==> src/hw/rtl/aabc_pkg.sv <==
// shared types, constants and helpers for the argb alpha blend converter
package aabc_pkg;

  localparam int unsigned PixW     = 32;
  localparam int unsigned ChanW    = 8;
  localparam int unsigned NumLanes = PixW / ChanW;
  localparam int unsigned LaneSelW = $clog2(NumLanes);
  localparam int unsigned NumRegs  = 8;
  localparam int unsigned RegIdxW  = $clog2(NumRegs);
  localparam int unsigned AddrW    = RegIdxW + 2;
  localparam int unsigned DataW    = 32;
  localparam int unsigned ProdW    = 2 * ChanW;

  localparam logic [ChanW-1:0] ChanMax = {ChanW{1'b1}};

  typedef enum logic [RegIdxW-1:0] {
    REG_SRC_RED   = 3'd0,
    REG_SRC_GREEN = 3'd1,
    REG_SRC_BLUE  = 3'd2,
    REG_SRC_ALPHA = 3'd3,
    REG_DST_RED   = 3'd4,
    REG_DST_GREEN = 3'd5,
    REG_DST_BLUE  = 3'd6,
    REG_DST_AMASK = 3'd7
  } reg_idx_e;

  typedef struct packed {
    logic [LaneSelW-1:0] src_red_lane;
    logic [LaneSelW-1:0] src_green_lane;
    logic [LaneSelW-1:0] src_blue_lane;
    logic [LaneSelW-1:0] src_alpha_lane;
    logic [LaneSelW-1:0] dst_red_lane;
    logic [LaneSelW-1:0] dst_green_lane;
    logic [LaneSelW-1:0] dst_blue_lane;
    logic [PixW-1:0]     dst_alpha_mask;
  } cfg_t;

  localparam cfg_t CfgReset = '{
    src_red_lane:   2'd2,
    src_green_lane: 2'd1,
    src_blue_lane:  2'd0,
    src_alpha_lane: 2'd3,
    dst_red_lane:   2'd2,
    dst_green_lane: 2'd1,
    dst_blue_lane:  2'd0,
    dst_alpha_mask: 32'hFF00_0000
  };

  function automatic logic [ChanW-1:0] lane_get(input logic [PixW-1:0] px,
                                                input logic [LaneSelW-1:0] lane);
    logic [ChanW-1:0] b;
    b = px[lane*ChanW +: ChanW];
    return b;
  endfunction

  function automatic logic [PixW-1:0] lane_put(input logic [ChanW-1:0] b,
                                               input logic [LaneSelW-1:0] lane);
    logic [PixW-1:0] px;
    px = '0;
    px[lane*ChanW +: ChanW] = b;
    return px;
  endfunction

endpackage

==> src/hw/rtl/aabc_cfg_regs.sv <==
// apb configuration registers for the lane map and alpha mask
module aabc_cfg_regs (
  input  logic                        clk_i,
  input  logic                        rst_ni,
  input  logic                        psel,
  input  logic                        penable,
  input  logic                        pwrite,
  input  logic [aabc_pkg::AddrW-1:0]  paddr,
  input  logic [aabc_pkg::DataW-1:0]  pwdata,
  output logic [aabc_pkg::DataW-1:0]  prdata,
  output logic                        pready,
  output aabc_pkg::cfg_t              cfg_o
);

  aabc_pkg::cfg_t cfg_q, cfg_d;
  aabc_pkg::reg_idx_e idx;
  logic wr_en;

  assign idx    = aabc_pkg::reg_idx_e'(paddr[aabc_pkg::AddrW-1:2]);
  assign wr_en  = psel && penable && pwrite;
  assign pready = 1'b1;

  always_comb begin
    cfg_d = cfg_q;
    if (wr_en) begin
      unique case (idx)
        aabc_pkg::REG_SRC_RED:   cfg_d.src_red_lane   = pwdata[aabc_pkg::LaneSelW-1:0];
        aabc_pkg::REG_SRC_GREEN: cfg_d.src_green_lane = pwdata[aabc_pkg::LaneSelW-1:0];
        aabc_pkg::REG_SRC_BLUE:  cfg_d.src_blue_lane  = pwdata[aabc_pkg::LaneSelW-1:0];
        aabc_pkg::REG_SRC_ALPHA: cfg_d.src_alpha_lane = pwdata[aabc_pkg::LaneSelW-1:0];
        aabc_pkg::REG_DST_RED:   cfg_d.dst_red_lane   = pwdata[aabc_pkg::LaneSelW-1:0];
        aabc_pkg::REG_DST_GREEN: cfg_d.dst_green_lane = pwdata[aabc_pkg::LaneSelW-1:0];
        aabc_pkg::REG_DST_BLUE:  cfg_d.dst_blue_lane  = pwdata[aabc_pkg::LaneSelW-1:0];
        aabc_pkg::REG_DST_AMASK: cfg_d.dst_alpha_mask = pwdata[aabc_pkg::PixW-1:0];
        default: ;
      endcase
    end
  end

  always_comb begin
    prdata = '0;
    unique case (idx)
      aabc_pkg::REG_SRC_RED:   prdata[aabc_pkg::LaneSelW-1:0] = cfg_q.src_red_lane;
      aabc_pkg::REG_SRC_GREEN: prdata[aabc_pkg::LaneSelW-1:0] = cfg_q.src_green_lane;
      aabc_pkg::REG_SRC_BLUE:  prdata[aabc_pkg::LaneSelW-1:0] = cfg_q.src_blue_lane;
      aabc_pkg::REG_SRC_ALPHA: prdata[aabc_pkg::LaneSelW-1:0] = cfg_q.src_alpha_lane;
      aabc_pkg::REG_DST_RED:   prdata[aabc_pkg::LaneSelW-1:0] = cfg_q.dst_red_lane;
      aabc_pkg::REG_DST_GREEN: prdata[aabc_pkg::LaneSelW-1:0] = cfg_q.dst_green_lane;
      aabc_pkg::REG_DST_BLUE:  prdata[aabc_pkg::LaneSelW-1:0] = cfg_q.dst_blue_lane;
      aabc_pkg::REG_DST_AMASK: prdata[aabc_pkg::PixW-1:0]     = cfg_q.dst_alpha_mask;
      default: ;
    endcase
  end

  always_ff @(posedge clk_i or negedge rst_ni) begin
    if (!rst_ni) begin
      cfg_q <= aabc_pkg::CfgReset;
    end else begin
      cfg_q <= cfg_d;
    end
  end

  assign cfg_o = cfg_q;

endmodule

==> src/hw/rtl/aabc_convert.sv <==
// stage 1: channel reorder, alpha mask and alpha pick
module aabc_convert (
  input  logic                            clk_i,
  input  logic                            rst_ni,
  input  aabc_pkg::cfg_t                  cfg_i,
  input  logic                            in_vld_i,
  input  logic [aabc_pkg::PixW-1:0]       src_pixel_i,
  input  logic [aabc_pkg::PixW-1:0]       dst_pixel_i,
  input  logic                            adv_i,
  output logic                            vld_o,
  output logic [aabc_pkg::PixW-1:0]       conv_o,
  output logic [aabc_pkg::PixW-1:0]       dst_o,
  output logic [aabc_pkg::ChanW-1:0]      alpha_o
);

  logic                        vld_q;
  logic [aabc_pkg::PixW-1:0]   conv_q, conv_d;
  logic [aabc_pkg::PixW-1:0]   dst_q;
  logic [aabc_pkg::ChanW-1:0]  alpha_q, alpha_d;

  always_comb begin
    conv_d = aabc_pkg::lane_put(aabc_pkg::lane_get(src_pixel_i, cfg_i.src_red_lane),
                                cfg_i.dst_red_lane)
           | aabc_pkg::lane_put(aabc_pkg::lane_get(src_pixel_i, cfg_i.src_green_lane),
                                cfg_i.dst_green_lane)
           | aabc_pkg::lane_put(aabc_pkg::lane_get(src_pixel_i, cfg_i.src_blue_lane),
                                cfg_i.dst_blue_lane)
           | cfg_i.dst_alpha_mask;
    alpha_d = aabc_pkg::lane_get(src_pixel_i, cfg_i.src_alpha_lane);
  end

  always_ff @(posedge clk_i or negedge rst_ni) begin
    if (!rst_ni) begin
      vld_q <= 1'b0;
    end else if (adv_i) begin
      vld_q <= in_vld_i;
    end
  end

  always_ff @(posedge clk_i) begin
    if (adv_i && in_vld_i) begin
      conv_q  <= conv_d;
      dst_q   <= dst_pixel_i;
      alpha_q <= alpha_d;
    end
  end

  assign vld_o   = vld_q;
  assign conv_o  = conv_q;
  assign dst_o   = dst_q;
  assign alpha_o = alpha_q;

endmodule

==> src/hw/rtl/aabc_blend.sv <==
// stages 2 and 3: per-lane products, then sum and divide by 255
module aabc_blend (
  input  logic                            clk_i,
  input  logic                            rst_ni,
  input  logic                            in_vld_i,
  input  logic [aabc_pkg::PixW-1:0]       conv_i,
  input  logic [aabc_pkg::PixW-1:0]       dst_i,
  input  logic [aabc_pkg::ChanW-1:0]      alpha_i,
  input  logic                            out_stall_i,
  output logic                            adv_o,
  output logic                            out_vld_o,
  output logic [aabc_pkg::PixW-1:0]       blended_o
);

  localparam int unsigned NL = aabc_pkg::NumLanes;
  localparam int unsigned CW = aabc_pkg::ChanW;
  localparam int unsigned PW = aabc_pkg::ProdW;

  logic              mul_vld_q, out_vld_q;
  logic              adv_mul, adv_out;
  logic [PW-1:0]     ps_q [NL];
  logic [PW-1:0]     pd_q [NL];
  logic [aabc_pkg::PixW-1:0] res_d, res_q;
  logic [CW-1:0]     inv_a;

  assign adv_out = !out_vld_q || !out_stall_i;
  assign adv_mul = !mul_vld_q || adv_out;
  assign inv_a   = aabc_pkg::ChanMax - alpha_i;

  always_ff @(posedge clk_i) begin
    if (adv_mul && in_vld_i) begin
      for (int unsigned c = 0; c < NL; c++) begin
        ps_q[c] <= PW'(conv_i[c*CW +: CW]) * PW'(alpha_i);
        pd_q[c] <= PW'(dst_i[c*CW +: CW]) * PW'(inv_a);
      end
    end
  end

  always_comb begin
    logic [PW-1:0] t;
    logic [PW-1:0] u;
    res_d = '0;
    for (int unsigned c = 0; c < NL; c++) begin
      t = ps_q[c] + pd_q[c] + PW'(1);
      u = t + PW'(t[PW-1:CW]);
      res_d[c*CW +: CW] = u[PW-1:CW];
    end
  end

  always_ff @(posedge clk_i) begin
    if (adv_out && mul_vld_q) begin
      res_q <= res_d;
    end
  end

  always_ff @(posedge clk_i or negedge rst_ni) begin
    if (!rst_ni) begin
      mul_vld_q <= 1'b0;
      out_vld_q <= 1'b0;
    end else begin
      if (adv_mul) begin
        mul_vld_q <= in_vld_i;
      end
      if (adv_out) begin
        out_vld_q <= mul_vld_q;
      end
    end
  end

  assign adv_o         = adv_mul;
  assign out_vld_o     = out_vld_q;
  assign blended_o     = res_q;

endmodule

==> src/hw/rtl/argb_alpha_blend_convert.sv <==
// top level of the argb alpha blend converter
// Source-over alpha blend of one 32-bit source pixel onto one 32-bit destination
// pixel per item, with the source channels moved to the destination layout and
// the alpha mask ORed in before blending. A three-stage pipeline (channel convert,
// lane multipliers, sum and divide by 255) takes one item per clock unless the
// output stalls; each item passes the convert, product and result registers.
// in_stall_o rises only when all three stages hold items and the output is stalled.
// Lane registers sit at byte address 4*i on the apb port; the user must write
// them only while the pipeline is empty, as the block does not enforce it.
module argb_alpha_blend_convert (
  input  logic                            clk_i,
  input  logic                            rst_ni,
  input  logic                            psel,
  input  logic                            penable,
  input  logic                            pwrite,
  input  logic [aabc_pkg::AddrW-1:0]      paddr,
  input  logic [aabc_pkg::DataW-1:0]      pwdata,
  output logic [aabc_pkg::DataW-1:0]      prdata,
  output logic                            pready,
  input  logic                            in_valid_i,
  output logic                            in_stall_o,
  input  logic [aabc_pkg::PixW-1:0]       src_pixel_i,
  input  logic [aabc_pkg::PixW-1:0]       dst_pixel_i,
  output logic                            out_valid_o,
  input  logic                            out_stall_i,
  output logic [aabc_pkg::PixW-1:0]       blended_pixel_o
);

  aabc_pkg::cfg_t             cfg;
  logic                       cv_vld;
  logic                       cv_adv;
  logic                       mul_adv;
  logic [aabc_pkg::PixW-1:0]  cv_conv;
  logic [aabc_pkg::PixW-1:0]  cv_dst;
  logic [aabc_pkg::ChanW-1:0] cv_alpha;

  aabc_cfg_regs u_cfg (
    .clk_i   (clk_i),
    .rst_ni  (rst_ni),
    .psel    (psel),
    .penable (penable),
    .pwrite  (pwrite),
    .paddr   (paddr),
    .pwdata  (pwdata),
    .prdata  (prdata),
    .pready  (pready),
    .cfg_o   (cfg)
  );

  assign cv_adv     = !cv_vld || mul_adv;
  assign in_stall_o = !cv_adv;

  aabc_convert u_convert (
    .clk_i       (clk_i),
    .rst_ni      (rst_ni),
    .cfg_i       (cfg),
    .in_vld_i    (in_valid_i),
    .src_pixel_i (src_pixel_i),
    .dst_pixel_i (dst_pixel_i),
    .adv_i       (cv_adv),
    .vld_o       (cv_vld),
    .conv_o      (cv_conv),
    .dst_o       (cv_dst),
    .alpha_o     (cv_alpha)
  );

  aabc_blend u_blend (
    .clk_i       (clk_i),
    .rst_ni      (rst_ni),
    .in_vld_i    (cv_vld),
    .conv_i      (cv_conv),
    .dst_i       (cv_dst),
    .alpha_i     (cv_alpha),
    .out_stall_i (out_stall_i),
    .adv_o       (mul_adv),
    .out_vld_o   (out_valid_o),
    .blended_o   (blended_pixel_o)
  );

endmodule

==> config.mk <==
export PLATFORM = sky130hd
export DESIGN_NAME = argb_alpha_blend_convert
export DESIGN_NICKNAME = d
export VERILOG_FILES = /design/src/hw/rtl/aabc_pkg.sv /design/src/hw/rtl/aabc_cfg_regs.sv /design/src/hw/rtl/aabc_convert.sv /design/src/hw/rtl/aabc_blend.sv /design/src/hw/rtl/argb_alpha_blend_convert.sv
export SDC_FILE = /design/constraint.sdc
export NUM_CORES = 2
export LEC_CHECK = 0
export BUFFER_PORTS_ARGS = -buffer_cell sky130_fd_sc_hd__buf_4
export CORE_MARGIN = 2
export CORE_UTILIZATION = 35
export DETAILED_ROUTE_END_ITERATION = 12
export GPL_ROUTABILITY_DRIVEN = 0
export SETUP_SLACK_MARGIN = 0.4
export SYNTH_ARGS = -nofsm -noshare
export SYNTH_HDL_FRONTEND = slang
export SYNTH_HIERARCHICAL = 1
export SYNTH_SLANG_ARGS = --single-unit
==> constraint.sdc <==
create_clock -name clk_i -period 6 [get_ports clk_i]
set_clock_uncertainty 0.2 [all_clocks]
set_input_delay 0.6 -clock clk_i [delete_from_list [all_inputs] [get_ports clk_i]]
set_output_delay 0.6 -clock clk_i [all_outputs]
set_load 0.02 [all_outputs]
Word level (Yosys, flattened, before mapping) --
Memory sizes are Yosys's and may differ from the RTL's. Cells that the tools add are included.
Cells by class: add/subtract/negate cells 16, $mul 8, equal/unequal tests 7, shifts and indexed selects 10, multiplexer cells 4, bitwise logic cells 6, reduce and logical (&&, ||, !) cells 22
Operators by type and width (number):
- multiplier 8 x 8 -> 16 bit | 8
- variable part select 32 x 6 -> 8 bit | 4
- negator 5 -> 34 bit | 3
- variable shift 8 x 34 -> 32 bit, first input constant | 3
- variable part select 8 x 34 -> 32 bit | 3
- AND 32 bit | 3
- OR 32 bit | 3
- adder 16 x 1 -> 16 bit, second input constant | 4
- adder 16 bit | 4
- adder 16 x 8 -> 16 bit | 4
- two-way mux 30 bit | 1
- one-hot mux 2 bit (8 select lines) | 1
- AND reduction 2 bit | 8
- equality test 3 bit, second input constant | 4
- subtractor 8 bit, first input constant | 1
- equality test 3 x 2 -> 1 bit, second input constant | 2
- logical AND 1 bit | 5
- zero test 1 bit | 5
- equality test 3 x 1 -> 1 bit, second input constant | 1
- zero test 3 bit | 1
- logical OR 1 bit | 3
- two-way mux 1 bit | 2
Word-level totals: register bits after elaboration 153, memory bits (writable) 128, input bits 108, output and inout port bits 67, word-level logic and storage cells 90, memories kept 2
Memories:
- u_blend.pd_q | depth 4, width 16, rd ports 4, clocked after memory_dff 0, write ports 4, RTL line aabc_blend.sv:22 | logic [PW-1:0] pd_q [NL];
- u_blend.ps_q | depth 4, width 16, rd ports 4, clocked after memory_dff 0, write ports 4, RTL line aabc_blend.sv:21 | logic [PW-1:0] ps_q [NL];

Longest topological paths before layout --
word-level depth 6, gate-level depth with buffers 19, mapped depth without buffers 19

Cells and area by module --
Netlist, hierarchy kept.
Modules (own cells, without submodules):
- aabc_blend | times used 1, cells each 2694, area an instance 25878.6 um2, seq. area each 4854.7 um2
- aabc_convert | times used 1, cells each 276, area an instance 3978.8 um2, seq. area each 2187.1 um2
- aabc_cfg_regs | times used 1, cells each 168, area an instance 2204.6 um2, seq. area each 1168.6 um2
- argb_alpha_blend_convert | times used 1, cells each 2, area an instance 12.5 um2, seq. area each 0.0 um2

Worst setup path before layout --
No wires, ideal clock.
kind register -> register, from reg u_convert.alpha_q, in the netlist u_convert/alpha_o[7], to mem u_blend/ps_q[3][15] (netlist name) (data pin), library setup time 0.266 ns, arrival 4.809 ns, required time 5.534 ns, slack 0.725 ns, cell stages (with the launch flop) 18, path buffers 3, clock period less this slack 5.275 ns, cell sequence edfxtp_1 clkbuf_1 clkbuf_1 clkbuf_1 nand2_1 fa_1 fa_1 inv_1 fa_1 inv_1 fa_1 inv_1 ha_1 a21o_1 a31o_2 a41o_1 o41ai_1 xnor2_1
RTL lines:
- from (decl) | RTL line aabc_convert.sv:19 | logic [aabc_pkg::ChanW-1:0] alpha_q, alpha_d;
- from (signal assigned) | RTL line aabc_convert.sv:44 | alpha_q <= alpha_d;
- to (decl) | RTL line aabc_blend.sv:21

==> qor.csv <==
metric;value;unit
clock-pin slew on the worst setup and hold paths;0.06;ns
CTS tree;built;
commonest non-fill, non-tap cells in the layout;inv_1, ha_1, fa_1;
minimum clock period;5.334;ns
clock sink count;281;
dpl hpwl;58.40;mm
Clock Tree Buf Depth;3;
Die Span Y;306.7;um
drt first pass iters;6;
commonest non-fill, non-tap cell in the layout;inv_1;
pre-CTS setup slack;0.5671;ns
max_slew headroom;6.067;%
Critical Path Fanout Max;12;
Final Max Tran Viols;0;
maximum operating frequency;187.5;MHz
synth unique cells;99;
crit path DAT;5.45;ns
Ys Warns;6;
1st-iter DRT viols;1339;
global-route wire length before repair;123.5;mm
htree depth;2;
total wire length;76.29;mm
Tightest Pin Transition;1.390;ns
vias post-DR;22686;
Final Hold Vio Count;0;
beginning of the critical path;u_convert/alpha_o[3];
critical path required time;6.11;ns
CTS Buf Count;39;
Synth async-reset ratio;17.44;%
filler instances;8873;
flops & latches, synth;281;
full die area;0.09408;mm^2
startpoint types;flop;
Core Util, Final;39.92;%
n_diodes;0;
setup slack after layout;0.6662;ns
FF-to-FF Start;u_convert/alpha_o[3];
Mapped Cells;3140;
Seq/Total Area, Yosys;25.60;%
width of the die;306.7;um
clk_lat worst skew;0.57;ns
crit share post-route;88.90;%
Pleak;16.64;nW
Ports;175;
max cap viols;0;
RSZ-0062 raised after global routing;false;
final routed DRC violation total;0;
PwrDens;581.3;mW/mm^2
worst hold path type;input port to flop;
synthesized area;0.03207;mm^2
WS Path Type;flop to flop;
core area;0.09125;mm^2
post-synth net total;3930;
main flop type after synthesis;edfxtp_1;
Clock Root Buffer;clkbuf_16;
# setup viols final;0;
number of global-route vias before repair;23068;
setup TNS;0;ns
Rows;111;
gr usage total;16.32;%
layout cells sized above 1;12.25;%
area grow syn2layout;13.56;%
Max IR drop VDD;0.3755;mV
ANT nets after route;0;
crit path capture type;flop;
DR vias/cell;5.005;
Hold Slack;0.03764;ns
status;complete, no violations;
Hold Startpoint;dst_pixel_i[17];
routed len/inst;16.83;um
largest net degree at the start of global routing;65;
Layout Nets;4108;
antenna violations before repair;0;
initial core utilization;35.15;%
EDFF count, synth;232;
GRT overflow;0;
synthesized area per cell;10.21;um^2
PortBufs;171;
-- through the flow --
stage / total power [W] / cell area [um^2] / cells
5_1_grt: 0.02355 / 36420 / 4533
2_1_floorplan: 0.01542 / 32070 / 3140
3_3_place_gp: 0.01865 / 34760 / 4428
4_1_cts: 0.02146 / 36370 / 4526
3_5_place_dp: 0.01883 / 34760 / 4428
6_report: 0.02117 / 36420 / 4533
-- Yosys cell counts (7+ instances only) --
cell,instances,share of area [%]
a211oi_1,11,0.26
a21o_1,33,0.77
a21oi_1,110,1.7
a22oi_1,11,0.26
a31o_2,7,0.19
a31oi_1,29,0.57
a32oi_1,9,0.25
a41oi_1,9,0.25
and2_1,234,4.6
and3_1,9,0.18
buf_1,7,0.082
buf_2,7,0.11
clkbuf_1,73,0.85
dfrtp_1,35,2.7
dfstp_2,14,1.1
edfxtp_1,232,22
fa_1,292,18
ha_1,390,15
inv_1,461,5.4
mux2_2,45,1.6
mux4_2,32,2.2
nand2_1,142,1.7
nand2b_1,59,1.2
nand3_1,75,1.2
nand4_1,8,0.16
nor2_1,105,1.2
nor2b_1,246,4.8
nor3_1,40,0.62
o211ai_1,13,0.30
o21a_1,31,0.73
o21ai_0,45,0.70
o21bai_1,13,0.30
o31a_1,8,0.22
o41ai_1,8,0.22
or3_1,11,0.21
xnor2_1,128,3.5
xor2_1,40,1.1
-- flip-flops by register name, indices dropped and copies added (netlist names) --
register,cells
u_blend/pd_q,64
u_convert/dst_o,32
u_convert/vld_o,1
u_blend/mul_vld_q,1
u_cfg/cfg_o,46
u_convert/conv_o,32
u_blend/ps_q,64
u_blend/out_vld_o,1
u_convert/alpha_o,8
u_blend/blended_o,32
-- area by class of cell --
class | instances | area, um^2 | area share, %
multi-input cells | 2299 | 21700 | 59.59
flip-flops and latches | 281 | 8210 | 22.54
repair buffers | 236 | 1971 | 5.411
inverters | 461 | 1730 | 4.751
well taps | 1186 | 1484 | 4.074
clock buffers | 43 | 1033 | 2.838
clock inverters | 27 | 289.0 | 0.7935
-- worst paths after layout --
| check | endpoint | slack, ns | cells past startpoint |
|---|---|---|---|
| setup / recovery | u_blend/ps_q[0][15] | 0.67 | 17 |
| hold / removal | u_convert/dst_o[17] | 0.04 | 1 |
| setup reg to reg | u_blend/ps_q[0][15] | 0.67 | 17 |
| hold reg to reg | u_blend/out_vld_o | 0.29 | 1 |
| max in group asynchronous | u_convert/vld_o | 4.75 | 2 |
| min in group asynchronous | u_cfg/cfg_o[23] | 0.42 | 2 |
-- timing repair --
item                                   in CTS  in global routing
setup endpoints to repair                   0                  9
buffers inserted                            0                  7
endpoints found under the hold margin      62                  0
hold buffers                               28                  0
gates resized for setup                     0                  0
-- power breakdown --
| group | total, W | internal [W] | switching, W |
|---|---|---|---|
| logic | 0.0146 | 0.00642 | 0.00821 |
| clock network | 0.00243 | 0.00149 | 0.000940 |
| registers | 0.00411 | 0.00355 | 0.000563 |
-- per-layer routing --
layer	wire, um	GRT usage (%)	vias up
li1	-	-	10855
met5	0	0	-
met4	1381	3.523	0
met1	35880	23.02	11194
met3	4044	2.447	91
met2	34990	26.51	546
-- critical path, cell delays in order (launching register included) --
cell and delay [ns]:
edfxtp_1 0.67, buf_4 0.32, and2_1 0.18, fa_1 0.42, fa_1 0.48, ha_1 0.29, inv_1 0.05, fa_1 0.53
inv_1 0.04, ha_1 0.32, nor2b_1 0.15, o21a_1 0.16, nor2_1 0.16, o21bai_1 0.12, a31o_2 0.27, a41o_1 0.25
o41ai_1 0.35, xnor2_1 0.10
-- kinds of logic after synthesis --
kind of cell,Yosys count,synth area share [%]
flip-flops,281,25.60
adder cells (fa/ha/maj),682,33.44
AND/OR/NAND/NOR,979,17.28
XOR/XNOR,168,4.588
other,1,0.01169
AO/OA/AOI/OAI,383,8.161
multiplexers,86,4.143
buffers and inverters,560,6.784
Power figures use the tool's default switching activity.
